==> src/rtl/srb_pkg.sv <==
`timescale 1ns / 1ps
// ----------------------------------------------------------------------------
// srb_pkg: shared types for the sequence reorder buffer
// Controller states, the command and status structs between the controller
// and the datapath, and the result status codes.
// ----------------------------------------------------------------------------
package srb_pkg;

    localparam int unsigned SEQ_W = 32;
    localparam int unsigned TAG_W = 16;

    typedef enum logic [1:0] {
        ST_OK     = 2'd0,
        ST_STALE  = 2'd1,
        ST_DUP    = 2'd2,
        ST_BEYOND = 2'd3
    } t_status;

    typedef enum logic [1:0] {
        S_IDLE,
        S_CHECK,
        S_DRAIN
    } t_state;

    // outcome of classifying the captured word
    typedef enum logic [1:0] {
        CLS_INORDER,
        CLS_PARK,
        CLS_ERROR
    } t_cls;

    typedef struct packed {
        logic cap;        // capture the input word
        logic emit_err;   // emit one error result
        logic park;       // store the tag in its window slot
        logic rel_first;  // release the arriving word
        logic rel_drain;  // release the parked word at the head
    } t_cmd;

    typedef struct packed {
        t_cls cls;
        logic more;       // slot after the head holds a parked word
    } t_stat;

endpackage

==> src/rtl/sequence_reorder_buffer_top.sv <==
`timescale 1ns / 1ps
// ----------------------------------------------------------------------------
// sequence_reorder_buffer_top: per-direction sequence number reorder buffer
// Releases segments in sequence order, parks early ones in a circular window.
// ----------------------------------------------------------------------------
// Usage:
//  - Input: a word (direction, seq_no, tag) is taken at a clock edge with
//    start high and busy low. Hold start only while a word is offered.
//  - Output: each result word is on the o_ ports for one cycle, marked by
//    o_strobe. The receiver cannot stall; it must take every strobe.
//  - An in-order segment gives a release word and then one release word per
//    parked segment that follows without a gap; o_last marks the final one.
//    An early segment inside the window is parked and gives no word. Stale,
//    duplicate and out-of-window segments give one error word.
//  - Flow: accept moves the controller to check; the first result word is
//    registered at the end of check. Busy stays high through check and drain,
//    so no segment is taken mid-run; the drain walks one slot per cycle.
//  - Config: writing i_cfg_wdata with i_cfg_we loads the first expected
//    number into every context, resets the window heads and drops all parked
//    segments. Write only while busy is low and no result is pending.
//  - Reset: synchronous, active low; same as a config write of zero.
// ----------------------------------------------------------------------------
module sequence_reorder_buffer_top #(
    parameter int unsigned WINDOW   = 16,
    parameter int unsigned CONTEXTS = 2
) (
    input  logic                      i_clk,
    input  logic                      i_rst_n,
    input  logic                      start,
    output logic                      busy,
    input  logic                      i_cfg_we,
    input  logic [srb_pkg::SEQ_W-1:0] i_cfg_wdata,
    input  logic                      i_direction,
    input  logic [srb_pkg::SEQ_W-1:0] i_seq_no,
    input  logic [srb_pkg::TAG_W-1:0] i_tag,
    output logic                      o_strobe,
    output logic                      o_released,
    output logic [srb_pkg::TAG_W-1:0] o_out_tag,
    output logic [srb_pkg::SEQ_W-1:0] o_out_seq_no,
    output logic                      o_last,
    output logic [1:0]                o_status
);

    srb_pkg::t_cmd  cmd;
    srb_pkg::t_stat stat;

    // controller: idle -> check -> (drain)* -> idle
    srb_ctrl u_ctrl (
        .i_clk   (i_clk),
        .i_rst_n (i_rst_n),
        .i_start (start),
        .i_stat  (stat),
        .o_cmd   (cmd),
        .o_busy  (busy)
    );

    // datapath: window state, tag store and result register
    srb_dpath #(
        .WINDOW   (WINDOW),
        .CONTEXTS (CONTEXTS)
    ) u_dpath (
        .i_clk        (i_clk),
        .i_rst_n      (i_rst_n),
        .i_cmd        (cmd),
        .o_stat       (stat),
        .i_cfg_we     (i_cfg_we),
        .i_cfg_wdata  (i_cfg_wdata),
        .i_direction  (i_direction),
        .i_seq_no     (i_seq_no),
        .i_tag        (i_tag),
        .o_strobe     (o_strobe),
        .o_released   (o_released),
        .o_out_tag    (o_out_tag),
        .o_out_seq_no (o_out_seq_no),
        .o_last       (o_last),
        .o_status     (o_status)
    );

endmodule

==> src/rtl/srb_ctrl.sv <==
`timescale 1ns / 1ps
// ----------------------------------------------------------------------------
// srb_ctrl: reorder buffer controller
// Sequences capture, classification and the drain of parked words.
// ----------------------------------------------------------------------------
module srb_ctrl (
    input  logic            i_clk,
    input  logic            i_rst_n,
    input  logic            i_start,
    input  srb_pkg::t_stat  i_stat,
    output srb_pkg::t_cmd   o_cmd,
    output logic            o_busy
);

    srb_pkg::t_state r_state;
    srb_pkg::t_state n_state;

    always_ff @(posedge i_clk) begin
        if (!i_rst_n) begin
            r_state <= srb_pkg::S_IDLE;
        end else begin
            r_state <= n_state;
        end
    end

    // next state
    always_comb begin
        n_state = r_state;
        unique case (r_state)
            srb_pkg::S_IDLE: begin
                if (i_start) n_state = srb_pkg::S_CHECK;
            end
            srb_pkg::S_CHECK: begin
                if (i_stat.cls == srb_pkg::CLS_INORDER && i_stat.more)
                    n_state = srb_pkg::S_DRAIN;
                else
                    n_state = srb_pkg::S_IDLE;
            end
            srb_pkg::S_DRAIN: begin
                if (!i_stat.more) n_state = srb_pkg::S_IDLE;
            end
            default: n_state = srb_pkg::S_IDLE;
        endcase
    end

    // commands
    always_comb begin
        o_cmd = '0;
        unique case (r_state)
            srb_pkg::S_IDLE: begin
                o_cmd.cap = i_start;
            end
            srb_pkg::S_CHECK: begin
                unique case (i_stat.cls)
                    srb_pkg::CLS_INORDER: o_cmd.rel_first = 1'b1;
                    srb_pkg::CLS_PARK:    o_cmd.park      = 1'b1;
                    default:              o_cmd.emit_err  = 1'b1;
                endcase
            end
            srb_pkg::S_DRAIN: begin
                o_cmd.rel_drain = 1'b1;
            end
            default: o_cmd = '0;
        endcase
    end

    assign o_busy = (r_state != srb_pkg::S_IDLE);

    // drain is reached only through a check or a running drain
    a_drain_entry: assert property (@(posedge i_clk) disable iff (!i_rst_n)
        (r_state == srb_pkg::S_DRAIN) && $past(i_rst_n) |->
        ($past(r_state) == srb_pkg::S_CHECK || $past(r_state) == srb_pkg::S_DRAIN))
        else $error("drain entered from idle");

endmodule

==> src/rtl/srb_dpath.sv <==
`timescale 1ns / 1ps
// ----------------------------------------------------------------------------
// srb_dpath: reorder buffer datapath
// Per-context expected number and window head, parked valid bits, the tag
// store and the registered result word.
// ----------------------------------------------------------------------------
module srb_dpath #(
    parameter int unsigned WINDOW   = 16,
    parameter int unsigned CONTEXTS = 2
) (
    input  logic                      i_clk,
    input  logic                      i_rst_n,
    input  srb_pkg::t_cmd             i_cmd,
    output srb_pkg::t_stat            o_stat,
    input  logic                      i_cfg_we,
    input  logic [srb_pkg::SEQ_W-1:0] i_cfg_wdata,
    input  logic                      i_direction,
    input  logic [srb_pkg::SEQ_W-1:0] i_seq_no,
    input  logic [srb_pkg::TAG_W-1:0] i_tag,
    output logic                      o_strobe,
    output logic                      o_released,
    output logic [srb_pkg::TAG_W-1:0] o_out_tag,
    output logic [srb_pkg::SEQ_W-1:0] o_out_seq_no,
    output logic                      o_last,
    output logic [1:0]                o_status
);

    localparam int unsigned HW    = $clog2(WINDOW);
    localparam int unsigned CW    = (CONTEXTS > 1) ? $clog2(CONTEXTS) : 1;
    localparam int unsigned SLOTS = CONTEXTS * WINDOW;
    localparam int unsigned AW    = $clog2(SLOTS);

    // captured word
    logic                      r_dir;
    logic [srb_pkg::SEQ_W-1:0] r_seq;
    logic [srb_pkg::TAG_W-1:0] r_tag;

    logic [srb_pkg::SEQ_W-1:0] r_next_exp [CONTEXTS];
    logic [HW-1:0]             r_head     [CONTEXTS];
    logic [SLOTS-1:0]          r_valid;
    logic [srb_pkg::TAG_W-1:0] r_mem      [SLOTS];
    logic [srb_pkg::TAG_W-1:0] r_rd_tag;

    logic                      r_stb;
    logic                      r_released;
    logic [srb_pkg::TAG_W-1:0] r_otag;
    logic [srb_pkg::SEQ_W-1:0] r_oseq;
    logic                      r_last;
    srb_pkg::t_status          r_status;

    logic                      ctx_ok;
    logic [CW-1:0]             ctx;
    logic [srb_pkg::SEQ_W-1:0] exp_no;
    logic [HW-1:0]             head;
    logic [srb_pkg::SEQ_W-1:0] diff;
    logic [HW:0]               park_sum;
    logic [HW-1:0]             park_slot;
    logic [HW-1:0]             nxt_head;
    logic [AW-1:0]             base;
    logic [AW-1:0]             cur_addr;
    logic [AW-1:0]             nxt_addr;
    logic [AW-1:0]             park_addr;
    srb_pkg::t_status          err_code;

    always_comb begin
        ctx_ok    = (CONTEXTS > 1) || (r_dir == 1'b0);
        ctx       = ctx_ok ? CW'(r_dir) : '0;
        exp_no    = r_next_exp[ctx];
        head      = r_head[ctx];
        diff      = r_seq - exp_no;
        base      = AW'(ctx) * AW'(WINDOW);
        park_sum  = {1'b0, head} + {1'b0, diff[HW-1:0]};
        park_slot = (park_sum >= (HW+1)'(WINDOW)) ? HW'(park_sum - (HW+1)'(WINDOW))
                                                  : park_sum[HW-1:0];
        nxt_head  = (head == HW'(WINDOW - 1)) ? '0 : head + HW'(1);
        cur_addr  = base + AW'(head);
        nxt_addr  = base + AW'(nxt_head);
        park_addr = base + AW'(park_slot);
    end

    // classification of the captured word
    always_comb begin
        o_stat.cls  = srb_pkg::CLS_ERROR;
        o_stat.more = r_valid[nxt_addr];
        err_code    = srb_pkg::ST_BEYOND;
        priority if (!ctx_ok) begin
            err_code = srb_pkg::ST_BEYOND;
        end else if (diff == '0) begin
            o_stat.cls = srb_pkg::CLS_INORDER;
        end else if (diff[srb_pkg::SEQ_W-1]) begin
            err_code = srb_pkg::ST_STALE;
        end else if (diff >= srb_pkg::SEQ_W'(WINDOW)) begin
            err_code = srb_pkg::ST_BEYOND;
        end else if (r_valid[park_addr]) begin
            err_code = srb_pkg::ST_DUP;
        end else begin
            o_stat.cls = srb_pkg::CLS_PARK;
        end
    end

    always_ff @(posedge i_clk) begin
        if (i_cmd.cap) begin
            r_dir <= i_direction;
            r_seq <= i_seq_no;
            r_tag <= i_tag;
        end
    end

    // context state; a register write restarts every context
    always_ff @(posedge i_clk) begin
        if (!i_rst_n || i_cfg_we) begin
            for (int c = 0; c < CONTEXTS; c++) begin
                r_next_exp[c] <= i_rst_n ? i_cfg_wdata : '0;
                r_head[c]     <= '0;
            end
            r_valid <= '0;
        end else begin
            if (i_cmd.park) r_valid[park_addr] <= 1'b1;
            if (i_cmd.rel_drain) r_valid[cur_addr] <= 1'b0;
            if (i_cmd.rel_first || i_cmd.rel_drain) begin
                r_next_exp[ctx] <= exp_no + srb_pkg::SEQ_W'(1);
                r_head[ctx]     <= nxt_head;
            end
        end
    end

    // tag store, registered read of the slot after the head
    always_ff @(posedge i_clk) begin
        if (i_cmd.park) r_mem[park_addr] <= r_tag;
        r_rd_tag <= r_mem[nxt_addr];
    end

    always_ff @(posedge i_clk) begin
        if (!i_rst_n) begin
            r_stb <= 1'b0;
        end else begin
            r_stb <= i_cmd.emit_err | i_cmd.rel_first | i_cmd.rel_drain;
        end
    end

    always_ff @(posedge i_clk) begin
        if (i_cmd.emit_err) begin
            r_released <= 1'b0;
            r_otag     <= r_tag;
            r_oseq     <= r_seq;
            r_last     <= 1'b1;
            r_status   <= err_code;
        end else if (i_cmd.rel_first) begin
            r_released <= 1'b1;
            r_otag     <= r_tag;
            r_oseq     <= r_seq;
            r_last     <= !r_valid[nxt_addr];
            r_status   <= srb_pkg::ST_OK;
        end else if (i_cmd.rel_drain) begin
            r_released <= 1'b1;
            r_otag     <= r_rd_tag;
            r_oseq     <= exp_no;
            r_last     <= !r_valid[nxt_addr];
            r_status   <= srb_pkg::ST_OK;
        end
    end

    assign o_strobe     = r_stb;
    assign o_released   = r_released;
    assign o_out_tag    = r_otag;
    assign o_out_seq_no = r_oseq;
    assign o_last       = r_last;
    assign o_status     = r_status;

    // a result without last is always followed by another one
    a_run_cont: assert property (@(posedge i_clk) disable iff (!i_rst_n)
        r_stb && !r_last |=> r_stb)
        else $error("release run broken before last");

    // drain only releases a slot that holds a parked word
    a_drain_valid: assert property (@(posedge i_clk) disable iff (!i_rst_n)
        i_cmd.rel_drain |-> r_valid[cur_addr])
        else $error("drain of an empty slot");

    // a parked word always belongs ahead of the expected number
    a_park_ahead: assert property (@(posedge i_clk) disable iff (!i_rst_n)
        i_cmd.park |-> (diff != '0) && !diff[srb_pkg::SEQ_W-1])
        else $error("park outside the window");

endmodule

==> config.mk <==
export PLATFORM = sky130hd
export DESIGN_NAME = sequence_reorder_buffer_top
export DESIGN_NICKNAME = d
export VERILOG_FILES = /design/src/rtl/srb_pkg.sv /design/src/rtl/sequence_reorder_buffer_top.sv /design/src/rtl/srb_ctrl.sv /design/src/rtl/srb_dpath.sv
export SDC_FILE = /design/constraint.sdc
export NUM_CORES = 1
export LEC_CHECK = 0
export ABC_CLOCK_PERIOD_IN_PS = 6100
export BUFFER_PORTS_ARGS = -buffer_cell sky130_fd_sc_hd__buf_2
export CORE_UTILIZATION = 30
export DETAILED_ROUTE_END_ITERATION = 10
export PLACE_DENSITY = 0.43
export SYNTH_ARGS = -nofsm -noshare
export SYNTH_HDL_FRONTEND = slang
export SYNTH_HIERARCHICAL = 1
export SYNTH_SLANG_ARGS = --single-unit
==> constraint.sdc <==
create_clock -name i_clk -period 6.1 [get_ports i_clk]
set_input_delay 1.22 -clock i_clk [delete_from_list [all_inputs] [get_ports i_clk]]
set_output_delay 1.22 -clock i_clk [all_outputs]
set_load 0.03 [all_outputs]
# Yosys cells after proc, flatten, opt, wreduce, memory -nomap -nowiden
# Memories as Yosys holds them, arrays and structs flattened. A register that Yosys moved wholly into a read port is not among the register bits.
# Index checks and enable logic that the tools add are counted.
# word_totals
memories	3
reg_bits	136
mem_bits_rw	584
out_inout_bits	54
word_cells	117
inputBits	85
# mem_list
memory	depth	word_bits	rd	rd_ports_with_merged_regs	wr	line	rtl
u_dpath.r_mem	32	16	1	1	1	srb_dpath.sv:41	logic [srb_pkg::TAG_W-1:0] r_mem [SLOTS];
u_dpath.r_next_exp	2	32	1	1	2	srb_dpath.sv:38	logic [srb_pkg::SEQ_W-1:0] r_next_exp [CONTEXTS];
u_dpath.r_head	2	4	1	1	2	srb_dpath.sv:39	logic [HW-1:0] r_head [CONTEXTS];
# classes
n_reduce_logical	17
n_eq_ne	6
addsub	8
n_bitwise	5
magnitude_cmp	7
mux	60
# op_table
cell	n
32-bit 2-to-1 mux	8
16-bit 2-to-1 mux	3
32-bit by 1-bit adder with 32-bit output, second input constant	1
32-bit bitwise AND	1
32-bit by 5-bit greater-or-equal comparator with 1-bit output, second input constant	1
32-bit logical NOT	1
32-bit inverter	1
32-bit bitwise OR	1
32-bit OR reduction	1
32-bit subtractor	1
1-bit 2-to-1 mux	27
2-bit 2-to-1 mux	13
5-bit by 6-bit < comparator with 1-bit output, second input constant	3
5-bit by 4-bit adder with 5-bit output	3
4-bit 2-to-1 mux	3
1-bit binary-select mux with 5-bit select	2
1-bit demux with 5-bit select	2
5-bit by 1-bit greater-or-equal comparator with 1-bit output, second input constant	2
2-bit case mux with 3 select lines	1
4-bit by 4-bit adder with 5-bit output	1
5-bit greater-or-equal comparator, second input constant	1
4-bit by 1-bit adder with 4-bit output, second input constant	1
2-bit by 1-bit equality test with 1-bit output, second input constant	2
4-bit equality test, second input constant	1
other kinds (14)	22

# Longest topological paths before layout
# depth
word_depth	21
depth_mapped	26
mapped_depth_nobuf	20

# Cells and area by module
# The synthesis kept the hierarchy.
# modules_own_cells
mod	seq_area_each_um2	cells_per_inst	instances	area_per_inst_um2
srb_dpath	21550.7	1855	1	31248.7
srb_ctrl	40.0	10	1	122.6

# Worst setup path before layout
# No wires, ideal clock.
# synth_timing
path_kind	register to register
startpoint	register with a tool-made name
endpoint	memory u_dpath/r_mem[2][0] in the netlist's numbering, enable pin
setup_slack_ps	-691
synth_period_minus_slack_ps	6791
t_required_ps	5710
stages_incl_launch_ff	24
setup_time_ps	390
arrival_time_ps	6401
cell_sequence	dfxtp_1 buf_6 buf_6 buf_6 buf_6 buf_2 mux2_2 ha_1 inv_1 fa_1 ha_1 a21o_1 a21oi_1 xnor2_2 xnor3_2 mux4_2 nor2_1 a41oi_1 or4b_1 nor3_1 and4bb_2 or3b_2 clkbuf_1 nor2_1
# synth_lines
item	line
to (decl)	srb_dpath.sv:41

==> impl_metrics.py <==
metrics = {
    "run_status": {
        "outcome": "complete, no violations",
    },
    "place": {
        "place_congestion": 0.8466,
        "dpl_worst_slack_ns": 0.1064,
        "io_buffers": 138,
        "dpl.hpwl_um": 61110,
    },
    "final_layout": {
        "area_delta_synth_final_pct": 20.36,
        "utilization": 0.3643,
        "final_common_cell": "edfxtp_1",
        "final_layout_size_suffix_gt1_frac": 0.2979,
        "final_cell_mix": "edfxtp_1 (683), mux4_2 (162), buf_2 (138), buf_4 (116), nor2_1 (102)",
        "num-nets-final": 2268,
    },
    "timing": {
        "setup_viol": 0,
        "finalCritPeriodShare": 0.9559,
        "max_freq_mhz": 171.5,
        "slew_violations": 0,
        "fin_tns_setup_ns": 0,
        "fin_skew_ns": 0.05909,
        "finalCriticalPeriod_ns": 5.831,
        "hold_viol": 0,
        "tightest_slew_ns": 0.8708,
        "slew-limit-headroom": 0.4195,
        "setup_slack_ns": 0.2689,
    },
    "synth": {
        "syn_nets": 1991,
        "synth_seq_cells": 737,
        "synth_area_um2": 31370,
        "synthFlopType": "edfxtp_1",
        "seq_area_frac_synth": 0.6882,
        "async_flop_share": 0,
        "synth_cell_types": 78,
        "synthCells": 1865,
        "syn_avg_cell_area_um2": 16.82,
        "synth_warnings": 6,
        "synth_edf_count": 683,
    },
    "global_route": {
        "antenna_found_initial": 4,
        "grt_pass1_wl_um": 131100,
        "grt_overflow": 0,
        "grt_max_degree": 96,
        "grt_usage": 0.1706,
        "grt_pass1_vias": 18420,
    },
    "drt": {
        "drt-initial-drc-count": 1345,
        "vias": 17750,
        "wl_per_cell_um": 25.40,
        "first_pass_iters": 7,
        "ant_nets": 0,
        "remaining_drc_errors": 0,
        "drt-total-wl_um": 91200,
        "vias_per_cell": 4.943,
    },
    "critical_path": {
        "path_max_fanout": 17,
        "crit_path_end_kind": "flip-flop",
        "worstSetupPathType": "flip-flop to flip-flop",
        "cp.arrival_ns": 6.16,
        "startpoint_type": "flip-flop",
        "reg2reg_depth": 19,
        "critical_path_required_ns": 6.43,
    },
    "floorplanning": {
        "die_h_um": 325.4,
        "rows": 118,
        "core_area_um2": 103600,
        "pin_count": 139,
        "start_util": 0.3027,
        "dieArea_um2": 105900,
        "die-width_um": 325.4,
    },
    "run": {
        "cap_violations": 0,
    },
    "min_path": {
        "hold_depth": 1,
        "min_path_type": "flip-flop to flip-flop",
    },
    "power": {
        "p_per_area_nw_per_um2": 325.5,
        "ir_drop_mv": 0.2139,
        "cellLeakagePower_uw": 0.01256,
        "finalPower_uw": 12290,
    },
    "clock_network": {
        "max-clock-path-buffers": 3,
        "clkLatencyLatePin_ns": 0.66,
        "path_clk_slew_ns": 0.06,
        "cts_sinks": 737,
        "cts_buffers": 83,
        "htreeDepth": 3,
        "cts_tree": "yes",
        "cts_hold_buf": 0,
        "clock-root-buffer": "clkbuf_16",
    },
}
## Yosys cell counts (all sizes together), types with 16 or more instances
| cell type | number | area share |
|---|---|---|
| o21ai | 84 | 0.013 |
| xnor2 | 30 | 0.0086 |
| dfxtp | 54 | 0.034 |
| ha | 39 | 0.016 |
| nor3 | 16 | 0.0027 |
| clkbuf | 54 | 0.0065 |
| nand2 | 92 | 0.011 |
| mux2i | 98 | 0.031 |
| nor2 | 136 | 0.016 |
| buf | 34 | 0.0061 |
| mux2 | 22 | 0.0079 |
| mux4 | 162 | 0.12 |
| xor2 | 22 | 0.0061 |
| inv | 29 | 0.0035 |
| nand3 | 49 | 0.0078 |
| edfxtp | 683 | 0.65 |
| a211oi | 30 | 0.0072 |
| a21oi | 72 | 0.012 |
## final cells by class
class	count	area [µm²]
clock buffer	104	2186
timing repair buffer	280	2087
multi-input combinational	1009	9505
inverter	31	123.9
fill	9836	65880
antenna	1	2.502
sequential	737	21590
tap	1380	1727
clock inverter	48	536.8
## worst max-delay path, cell delays in order, from the launching register on
cell and delay [ns]:
dfxtp_2 0.41, buf_12 0.20, buf_4 0.23, mux2i_2 0.26, ha_1 0.33, xor2_2 0.21, ha_1 0.34, a21oi_2 0.19
xnor2_2 0.15, xnor3_2 0.35, mux4_2 0.44, nor2_1 0.10, a41oi_1 0.09, or4b_1 0.54, nor3_2 0.20, and4bb_2 0.32
or3b_2 0.54, buf_4 0.24, nor2_4 0.13, buf_4 0.23
## state kept, by name (all words and copies together) (netlist names), named ones only
register              cells
u_dpath/r_rd_tag         16
u_dpath/o_last            1
u_dpath/o_released        1
u_dpath/r_mem           512
u_ctrl/r_state            2
u_dpath/o_out_tag        16
u_dpath/o_out_seq_no     32
u_dpath/ctx               1
u_dpath/r_tag            16
u_dpath/o_status          2
u_dpath/r_valid          32
u_dpath/r_next_exp       64
u_dpath/r_seq            32
u_dpath/o_strobe          1
u_dpath/r_head            8
## what timing repair did
item                                   CTS  global route
setup buffers                            0             3
resized for setup                        0             4
setup endpoints to repair                0           147
endpoints found under the hold margin    0             0
## worst paths after layout
path | slack, ns | start | end
hold reg to reg | 0.49 | u_dpath/r_valid[16] | u_dpath/r_valid[16]
setup reg to reg | 0.27 | flip-flop | u_dpath/r_mem[26][1]
setup / recovery | 0.27 | flip-flop | u_dpath/r_mem[26][1]
hold / removal | 0.49 | u_dpath/r_valid[16] | u_dpath/r_valid[16]
## logic make-up (layout without fill, tap and decap cells)
logic type | Yosys count | in the layout | share of synthesized area
compound gates | 263 | 263 | 0.05229
xor+xnor | 53 | 53 | 0.01551
fa+ha+maj | 41 | 41 | 0.01683
buf+inv | 119 | 463 | 0.01627
flops | 737 | 737 | 0.6882
mux | 282 | 282 | 0.1556
other cells | 0 | 1 | 0
simple gates | 370 | 370 | 0.05528
## through the flow
step                instance area, µm²  std cells  hold slack, ns
global route                     37760       3589          0.5159
CTS                              37680       3585          0.4914
detailed placement               34960       3433          0.4750
global placement                 34960       3433          0.4712
finish                           37760       3590          0.4909
floorplan                        31510       1865          0.4526
## routing by layer
metal / wire length (µm) / GRT usage
met5: 7 / 0
met2: 47400 / 0.3064
met4: 2915 / 0.05685
met3: 2713 / 0.02171
met1: 38170 / 0.2107
## report_power, final
part | total, µW | switching, µW | internal, µW
Clock | 4980 | 2100 | 2880
Combinational | 1620 | 988 | 629
Sequential | 5690 | 44.7 | 5650
Total | 12300 | 3140 | 9150
Note: power is estimated with default switching activity, not from simulation.
